`src/hdl/pwcf_pkg.sv`:
```
// pwcf_pkg: types, constants and codes for the pulse width capture fifo
// no dependencies; used by pulse_width_capture_fifo
package pwcf_pkg;

  // width ring buffer geometry
  localparam int DEPTH = 16;
  localparam int IDX_W = $clog2(DEPTH);
  localparam int COUNT_W = 16;

  // empty read answer
  localparam logic [COUNT_W-1:0] EMPTY_VALUE = 16'hFFFF;

  // divide by three as multiply by reciprocal: floor(w * 43691 / 2^17) == w / 3 for w < 2^16
  localparam int DIV3_MUL_W = 17;
  localparam logic [DIV3_MUL_W-1:0] DIV3_MUL = 17'h0AAAB;
  localparam int DIV3_SHIFT = 17;
  localparam int DIV3_PROD_W = COUNT_W + DIV3_MUL_W;

  // configuration port
  localparam int ADDR_W = 3;
  localparam int DATA_W = 32;
  localparam logic REG_POLARITY = 1'b0;
  localparam logic REG_DIVIDE = 1'b1;

  // item function codes
  typedef enum logic [1:0] {
    FUNC_CAPTURE     = 2'd0,
    FUNC_READ_OLDEST = 2'd1,
    FUNC_READ_NEWEST = 2'd2,
    FUNC_RESTART     = 2'd3
  } func_t;

  // input item
  typedef struct packed {
    func_t              func;
    logic [COUNT_W-1:0] capture_count;
  } item_t;

  // result item
  typedef struct packed {
    logic               next_edge;
    logic [COUNT_W-1:0] read_value;
    logic               data_available;
  } result_t;

endpackage

```
`src/hdl/pulse_width_capture_fifo.sv`:
```
// pulse_width_capture_fifo: pulse width capture with a ring buffer of widths
// uses pwcf_pkg for types, constants and function codes
// the result of an item is registered in the output register, or in the skid register while the output is held
// one item per cycle while item_stall is low; a two-entry result buffer (output register
// plus skid register) lets an item be accepted while a result waits
// reset (synchronous, rst high): edge state, indexes, start count and
// registers cleared (divide_by_three set); the width store is not cleared
module pulse_width_capture_fifo (
  input  logic                               clk,
  input  logic                               rst,
  // item channel
  input  logic                               item_valid,
  output logic                               item_stall,
  input  pwcf_pkg::item_t                    item,
  // result channel
  output logic                               result_valid,
  input  logic                               result_stall,
  output pwcf_pkg::result_t                  result,
  // configuration port
  input  logic                               psel,
  input  logic                               penable,
  input  logic                               pwrite,
  input  logic [pwcf_pkg::ADDR_W-1:0]        paddr,
  input  logic [pwcf_pkg::DATA_W-1:0]        pwdata,
  output logic [pwcf_pkg::DATA_W-1:0]        prdata,
  output logic                               pready
);

  // configuration registers
  logic polarity_negative;
  logic divide_by_three;

  // capture state
  logic                             waiting_end;
  logic                             waiting_end_next;
  logic [pwcf_pkg::COUNT_W-1:0]     start_count;
  logic [pwcf_pkg::COUNT_W-1:0]     start_count_next;
  logic [pwcf_pkg::IDX_W-1:0]       read_index;
  logic [pwcf_pkg::IDX_W-1:0]       read_index_next;
  logic [pwcf_pkg::IDX_W-1:0]       write_index;
  logic [pwcf_pkg::IDX_W-1:0]       write_index_next;
  logic [pwcf_pkg::COUNT_W-1:0]     width_store [pwcf_pkg::DEPTH];

  // per-item datapath
  logic                             item_accept;
  logic                             store_write;
  logic [pwcf_pkg::COUNT_W-1:0]     width;
  logic [pwcf_pkg::IDX_W-1:0]       write_wrap;
  logic [pwcf_pkg::IDX_W-1:0]       read_wrap;
  logic [pwcf_pkg::IDX_W-1:0]       last_index;
  logic [pwcf_pkg::IDX_W-1:0]       fetch_index;
  logic [pwcf_pkg::COUNT_W-1:0]     fetch_value;
  logic [pwcf_pkg::DIV3_PROD_W-1:0] div_prod;
  logic [pwcf_pkg::COUNT_W-1:0]     scaled_value;
  logic                             buffer_nonempty;
  logic                             fetch_used;
  logic [pwcf_pkg::COUNT_W-1:0]     value;
  pwcf_pkg::result_t                result_next;

  // result buffer
  logic                             skid_valid;
  pwcf_pkg::result_t                skid;
  logic                             result_take;

  // handshakes
  assign item_stall  = skid_valid;
  assign item_accept = item_valid && !skid_valid;
  assign result_take = result_valid && !result_stall;

  // configuration port
  assign pready = 1'b1;

  always_comb begin
    unique case (paddr[2])
      pwcf_pkg::REG_POLARITY: prdata = {{(pwcf_pkg::DATA_W-1){1'b0}}, polarity_negative};
      pwcf_pkg::REG_DIVIDE:   prdata = {{(pwcf_pkg::DATA_W-1){1'b0}}, divide_by_three};
      default:                prdata = '0;
    endcase
  end

  always_ff @(posedge clk) begin
    if (rst) begin
      polarity_negative <= 1'b0;
      divide_by_three   <= 1'b1;
    end else if (psel && penable && pwrite) begin
      unique case (paddr[2])
        pwcf_pkg::REG_POLARITY: polarity_negative <= pwdata[0];
        pwcf_pkg::REG_DIVIDE:   divide_by_three   <= pwdata[0];
        default: ;
      endcase
    end
  end

  // ring index arithmetic
  assign write_wrap = (write_index == pwcf_pkg::IDX_W'(pwcf_pkg::DEPTH - 1)) ?
                      '0 : write_index + 1'b1;
  assign read_wrap  = (read_index == pwcf_pkg::IDX_W'(pwcf_pkg::DEPTH - 1)) ?
                      '0 : read_index + 1'b1;
  assign last_index = (write_index == '0) ?
                      pwcf_pkg::IDX_W'(pwcf_pkg::DEPTH - 1) : write_index - 1'b1;
  assign buffer_nonempty = (read_index != write_index);
  assign width = item.capture_count - start_count;

  // single store read: oldest or newest entry
  assign fetch_index = (item.func == pwcf_pkg::FUNC_READ_NEWEST) ? last_index : read_index;
  assign fetch_value = width_store[fetch_index];

  // divide by three through the reciprocal
  assign div_prod = fetch_value * pwcf_pkg::DIV3_MUL;
  assign scaled_value = divide_by_three ?
                        div_prod[pwcf_pkg::DIV3_SHIFT +: pwcf_pkg::COUNT_W] : fetch_value;

  // next state and read value for the item
  always_comb begin
    waiting_end_next = waiting_end;
    start_count_next = start_count;
    read_index_next  = read_index;
    write_index_next = write_index;
    store_write      = 1'b0;
    fetch_used       = 1'b0;
    case (item.func)
      pwcf_pkg::FUNC_CAPTURE: begin
        if (!waiting_end) begin
          waiting_end_next = 1'b1;
          start_count_next = item.capture_count;
        end else begin
          waiting_end_next = 1'b0;
          store_write      = 1'b1;
          if (write_wrap != read_index) begin
            write_index_next = write_wrap;
          end
        end
      end
      pwcf_pkg::FUNC_READ_OLDEST: begin
        if (buffer_nonempty) begin
          fetch_used      = 1'b1;
          read_index_next = read_wrap;
        end
      end
      pwcf_pkg::FUNC_READ_NEWEST: begin
        if (buffer_nonempty) begin
          fetch_used      = 1'b1;
          read_index_next = write_index;
        end
      end
      pwcf_pkg::FUNC_RESTART: begin
        waiting_end_next = 1'b0;
        read_index_next  = '0;
        write_index_next = '0;
      end
      default: ;
    endcase

    if (fetch_used) begin
      value = scaled_value;
    end else if (item.func == pwcf_pkg::FUNC_READ_OLDEST ||
                 item.func == pwcf_pkg::FUNC_READ_NEWEST) begin
      value = pwcf_pkg::EMPTY_VALUE;
    end else begin
      value = '0;
    end

    result_next.next_edge      = waiting_end_next ^ polarity_negative;
    result_next.read_value     = value;
    result_next.data_available = (read_index_next != write_index_next);
  end

  // capture state registers
  always_ff @(posedge clk) begin
    if (rst) begin
      waiting_end <= 1'b0;
      start_count <= '0;
      read_index  <= '0;
      write_index <= '0;
    end else if (item_accept) begin
      waiting_end <= waiting_end_next;
      start_count <= start_count_next;
      read_index  <= read_index_next;
      write_index <= write_index_next;
    end
  end

  // width store, no reset
  always_ff @(posedge clk) begin
    if (item_accept && store_write) begin
      width_store[write_index] <= width;
    end
  end

  // output register and skid register
  always_ff @(posedge clk) begin
    if (rst) begin
      result_valid <= 1'b0;
      skid_valid   <= 1'b0;
    end else if (skid_valid) begin
      if (result_take) begin
        result     <= skid;
        skid_valid <= 1'b0;
      end
    end else if (item_accept) begin
      if (!result_valid || result_take) begin
        result       <= result_next;
        result_valid <= 1'b1;
      end else begin
        skid       <= result_next;
        skid_valid <= 1'b1;
      end
    end else if (result_take) begin
      result_valid <= 1'b0;
    end
  end

`ifndef SYNTHESIS
  // skid entry only exists behind a full output register
  assert property (@(posedge clk) disable iff (rst) skid_valid |-> result_valid)
    else $error("skid register holds a result while output register is empty");

  // a waiting skid entry moves forward once the output is taken
  assert property (@(posedge clk) disable iff (rst)
    skid_valid && !result_stall |=> !skid_valid)
    else $error("skid entry not drained after output taken");

  // restart clears both indexes
  assert property (@(posedge clk) disable iff (rst)
    item_accept && item.func == pwcf_pkg::FUNC_RESTART |=>
      read_index == '0 && write_index == '0)
    else $error("restart did not clear the indexes");

  // an end edge never makes a non-empty buffer look empty
  assert property (@(posedge clk) disable iff (rst)
    item_accept && item.func == pwcf_pkg::FUNC_CAPTURE && waiting_end &&
      read_index != write_index |=> read_index != write_index)
    else $error("write index overran read index on full buffer");
`endif

endmodule
```
`config.mk`:
```
export PLATFORM = sky130hd
export DESIGN_NAME = pulse_width_capture_fifo
export DESIGN_NICKNAME = d
export VERILOG_FILES = /design/src/hdl/pwcf_pkg.sv /design/src/hdl/pulse_width_capture_fifo.sv
export SDC_FILE = /design/constraint.sdc
export NUM_CORES = 1
export LEC_CHECK = 0
export ABC_AREA = 1
export BUFFER_PORTS_ARGS = -buffer_cell sky130_fd_sc_hd__buf_2
export CORE_AREA = 4 4 223 171
export DETAILED_ROUTE_END_ITERATION = 12
export DIE_AREA = 0 0 227 175
export HOLD_SLACK_MARGIN = 0.08
export PLACE_DENSITY = 0.81
export SYNTH_ARGS = -nofsm -noshare
export SYNTH_HDL_FRONTEND = slang
export SYNTH_SLANG_ARGS = --single-unit
export TNS_END_PERCENT = 1
```
`constraint.sdc`:
```
create_clock -name clk -period 8.8 [get_ports clk]
set_input_delay 0.88 -clock clk [delete_from_list [all_inputs] [get_ports clk]]
set_output_delay 0.88 -clock clk [all_outputs]
set_load 0.02 [all_outputs]
```
Word level (Yosys, flattened, before mapping)
Memories as Yosys holds them, arrays and structs flattened.
Index checks and enable logic that the tools add are counted.
Word-level totals
  word-level logic and storage cells: 91
  RAM bits: 256
  bits in registers: 65
  output and inout port bits: 53
  input bits: 60
  memories kept: 1
Operators by class
  add/subtract/negate cells: 4
  multipliers: 1
  eq/ne operators: 10
  reduce and logical (&&, ||, !) cells: 22
  multiplexer cells: 33
  bitwise operators: 6
Memories
  width_store: words 16, bits a word 16, read ports 1, clocked after memory_dff 0, write ports 1, line pulse_width_capture_fifo.sv:42  | logic [pwcf_pkg::COUNT_W-1:0] width_store [pwcf_pkg::DEPTH];
Operators with widths (number)
  $mux 18: 4
  $pmux 32 s2: 1
  $mux 16: 3
  $mul 16x16->32 const B: 1
  $mux 4: 8
  $sub 16x16->16: 1
  $mux 1: 14
  $ne 4x4->1: 3
  $pmux 4 s3: 1
  $add 4x1->4 const B: 2
  $eq 4x4->1 const B: 2
  $pmux 4 s2: 1
  $reduce_and 4->1: 2
  $reduce_and 3->1: 2
  $reduce_bool 2->1: 3
  $logic_and 1x1->1: 5
  $not 1->1: 5
  $eq 2x2->1 const B: 2
  $logic_not 4->1: 1
  $ne 2x1->1 const B: 2
  $reduce_and 2->1: 2
  $sub 4x1->4 const B: 1
  $logic_not 1->1: 3
  $eq 2x1->1 const B: 1
  5 further kinds: 6

Logic depth before layout (Yosys ltp)
  word-level depth: 10
  mapped depth: 40
  depth with buffers taken out: 39

Worst setup path after synthesis
Ideal clock, no wire load.
  kind: in2reg
  start point: input port item[16] (netlist bit)
  end point: register result[8] (netlist bit) (data pin)
  library setup time: 268 ps
  stages on the path: 38
  required time: 8532 ps
  setup slack: 1571 ps
  arrival: 6961 ps
  cell sequence: inv_1 > ha_1 > inv_2 > nand2_1 > o21ai_4 > inv_2 > buf_6 > buf_2 > a32oi_1 > nand2_1 > a31oi_1 > ha_1 > xor2_1 > ha_1 > inv_1 > nand2_1 > inv_1 > fa_1 > (+2 left out) > fa_1 > inv_1 > fa_1 > inv_1 > ha_1 > nand2_1 > inv_1 > a21oi_1 > o21ai_0 > a31o_2 > a21oi_1 > o21ai_1 > nand2_1 > a21oi_1 > nor2_1 > nand2_1 > o211ai_1 > a31oi_1
On the way
  word-level cells in the longest chain between the ends: 9
  elaborated cells between the ends (all ways): 14
RTL lines
  from (decl): line pulse_width_capture_fifo.sv:14  | input pwcf_pkg::item_t item,
  $eq 2x2->1: line pulse_width_capture_fifo.sv:105, pulse_width_capture_fifo.sv:121, pulse_width_capture_fifo.sv:157
  $mux 4: line pulse_width_capture_fifo.sv:105  | assign fetch_index = (item.func == pwcf_pkg::FUNC_READ_NEWEST) ? last_index : read_index;
  $mem_v2 16x16
  $mul 16x16->32: line pulse_width_capture_fifo.sv:109  | assign div_prod = fetch_value * pwcf_pkg::DIV3_MUL;
  $mux 16: line pulse_width_capture_fifo.sv:110  | assign scaled_value = divide_by_three ?
  $mux 16 (*): line pulse_width_capture_fifo.sv:154  | if (fetch_used) begin
  $mux 18 (*): line pulse_width_capture_fifo.sv:201  | if (!result_valid || result_take) begin
  $mux 18 (*): line pulse_width_capture_fifo.sv:200  | end else if (item_accept) begin
  $mux 18 (*): line pulse_width_capture_fifo.sv:195  | end else if (skid_valid) begin
  to (signal assigned): line pulse_width_capture_fifo.sv:197  | result <= skid;
  to (signal assigned): line pulse_width_capture_fifo.sv:202  | result <= result_next;
  to (decl): line pulse_width_capture_fifo.sv:18  | output pwcf_pkg::result_t result,
Mark *: on every way between the ends. The rest lies on a longest branch, timed or not. The select of a mux whose other input is x is not followed.
A chain may end at the register's enable or synchronous reset.

==> flow_summary.ini <==
[run_status]
status = completed

[timing]
clock_skew_ns = 0.02361
finalSetupViolations = 0
fin_ws_ns = 0.7687
slew_viol_final = 0
tightest_slew_ns = 1.447
hold_viol = 0
fin_crit_sh = 0.9126
min_period_ns = 8.031
fmax_mhz = 124.5
tns_ns = 0
rsz0062_at_grt = false
maxSlewHeadroom = 0.03174

[die]
rows = 60
dieArea_um2 = 39730
ios = 113
core_um2 = 35660
die_h_um = 175
start_util = 0.5494
die_x_um = 227

[synth]
postSynthAreaPerCell_um2 = 10.16
synth_cell_types = 55
synth_cells = 1928
synth-edff-count = 292
synth-seq-cells = 321
synth_area_um2 = 19590
seq_area_frac_synth = 0.4772
ys_async_sr_fraction = 0
synthFlopType = edfxtp_1
ys_warn_count = 0

[clock_tree]
clock_tree.root_cell = clkbuf_16
cts_hold_buf = 0
clock_path_buffers = 3
cts_max_level = 2
cts_tree = yes
post_cts_buffers = 0
cts_resized = 0
cts_sinks = 321
cts_buffers = 34
cts.clk_slew.worst_paths_ns = 0.06
worstSkewPairLatency_ns = 0.54

[setup_path]
cpMostUsedCell = inv_1
critPathCapture = result[12]
cp_slowest_stage_delay_ns = 0.50
arrival_ns = 8.31
critPathKind = reg2reg
reg2reg_from = write_index[0]
required_ns = 9.08
reg2reg_depth = 35
cp_max_fo = 35
r2r_end = result[12]
worstSetupStartpointType = flip-flop
crit_path_end_kind = flip-flop
crit_slowest_cell = dfxtp_1
startpoint = write_index[0]
reg2reg_slack_ns = 0.77

[final_layout]
n_antenna_cell = 0
stdcell_count = 2466
syn_to_final_growth_pct = 9.247
final_layout_size_suffix_gt1_frac = 0.09695
nets = 2265

[route]
wirelength_um = 49640
drtIter0Drc = 2032
dr.pass1.iters = 7
num_vias = 14570
ant_nets = 0
wl_per_cell_um = 20.13
via_per_inst = 5.906
route.detailed.drc = 0

[worst_hold_path]
hold_path_class = reg2reg

[grt]
grt_pass1_wl_um = 77360
grtUsageTotal = 0.2484
grt_max_degree = 104
grt_overflow = 0
grt_pass1_vias = 14120
grt_antenna_before_repair = 0

[placement]
dp_cells = 2406
dp_slack_ns = 0.4185
io_buffers = 47
dp_hpwl_um = 34160
routabilityCongestion = 0.9672

[run]
cap_viol_max_count = 0
[metal layers]
layer	up-vias	global-route usage	wire length, um
met3	98	0.06685	6399
met2	891	0.3749	21760
li1	6693	-	-
met1	6883	0.3624	20460
met5	-	0	0
met4	0	0.05746	1025
[worst max-delay path, delay by kind of cell (launching register included)]
family | cells | cell delay (ns)
fa+ha+maj | 8 | 3.27
simple gates | 10 | 1.56
compound gates | 8 | 1.38
buf+inv | 8 | 0.84
flops | 1 | 0.50
mux | 1 | 0.21
[layout by cell type (no fill, tap or decap), types with 77 or more instances in the layout]
cell type / netlist / final
fa_1: 77 / 77
nand2_1: 224 / 224
inv_1: 287 / 287
a21oi_1: 184 / 184
edfxtp_1: 292 / 292
o21ai_0: 139 / 139
nor2_1: 95 / 82
nand3_1: 106 / 106
ha_1: 151 / 151
[cells by family after synthesis]
logic type,count (synthesis),synth area share
XOR/XNOR,40,0.01788
flip-flops,321,0.4772
other,2,0.0003833
AND/OR/NAND/NOR,470,0.1033
AO/OA/AOI/OAI,455,0.1351
multiplexers,3,0.001533
adder cells (fa/ha/maj),228,0.1751
buffers and inverters,409,0.08953
[worst min path at each step]
stage                    startpoint               to  slack (ns)  depth (start not counted)
floorplan            start_count[2]   start_count[2]        0.43                          2
global placement    start_count[14]  start_count[14]        0.44                          2
detailed placement  start_count[12]  start_count[12]        0.45                          2
CTS                 start_count[12]  start_count[12]        0.46                          2
global route        start_count[11]  start_count[11]        0.49                          2
finish               start_count[5]   start_count[5]        0.46                          2
[cells in the mapped netlist (3+ instances only)]
| cell type | number | area [um2] |
|---|---|---|
| a32oi_1 | 6 | 52.55 |
| buf_2 | 28 | 140.1 |
| ha_1 | 151 | 1889 |
| o21ai_0 | 139 | 695.7 |
| inv_1 | 287 | 1077 |
| o32ai_1 | 22 | 192.7 |
| nand2_1 | 224 | 840.8 |
| a21o_1 | 4 | 30.03 |
| nand3_1 | 106 | 530.5 |
| o21ai_1 | 6 | 30.03 |
| a21oi_1 | 184 | 920.9 |
| dfxtp_1 | 29 | 580.6 |
| xnor2_1 | 4 | 35.03 |
| a31oi_1 | 15 | 93.84 |
| o21a_1 | 7 | 52.55 |
| and3_1 | 4 | 25.02 |
| fa_1 | 77 | 1541 |
| o21ai_2 | 4 | 35.03 |
| edfxtp_1 | 292 | 8768 |
| nand4_1 | 3 | 18.77 |
| nor3_1 | 16 | 80.08 |
| buf_4 | 45 | 337.8 |
| mux2i_1 | 3 | 30.03 |
| o211ai_1 | 47 | 352.8 |
| nor2_1 | 95 | 356.6 |
| inv_2 | 8 | 30.03 |
| xor2_1 | 36 | 315.3 |
| a221oi_1 | 4 | 35.03 |
| clkinv_1 | 3 | 11.26 |
| nand3_2 | 3 | 30.03 |
| clkbuf_1 | 34 | 127.6 |
| nand2_2 | 8 | 50.05 |
[state kept, by name (all words and copies together) (netlist names)]
name and count:
item_stall 1, result_valid 1, result 18, divide_by_three 1, waiting_end 1, skid 18
write_index 4, read_index 4, start_count 16, width_store 256, polarity_negative 1
[layout make-up]
cell class	instances	area, um2
multi-input combinational	1228	8660
clock buffer	45	922.1
timing repair buffer	94	663.1
clock inverter	15	110.1
sequential	321	9349
inverter	298	1119
fill	2803	14250
tap	465	581.8
[through the flow]
step	util	hold slack, ns	area [um2]
after floorplan	-	0.4330	19710
after global placement	0.5713	0.4421	20370
after detailed placement	0.5713	0.4538	20370
after CTS	0.6002	0.4623	21400
after global routing	0.6002	0.4881	21400
final	0.6002	0.4583	21400
Power is not shown: default switching activity piles up to over one toggle a cycle in this logic, so the estimate is an artifact.
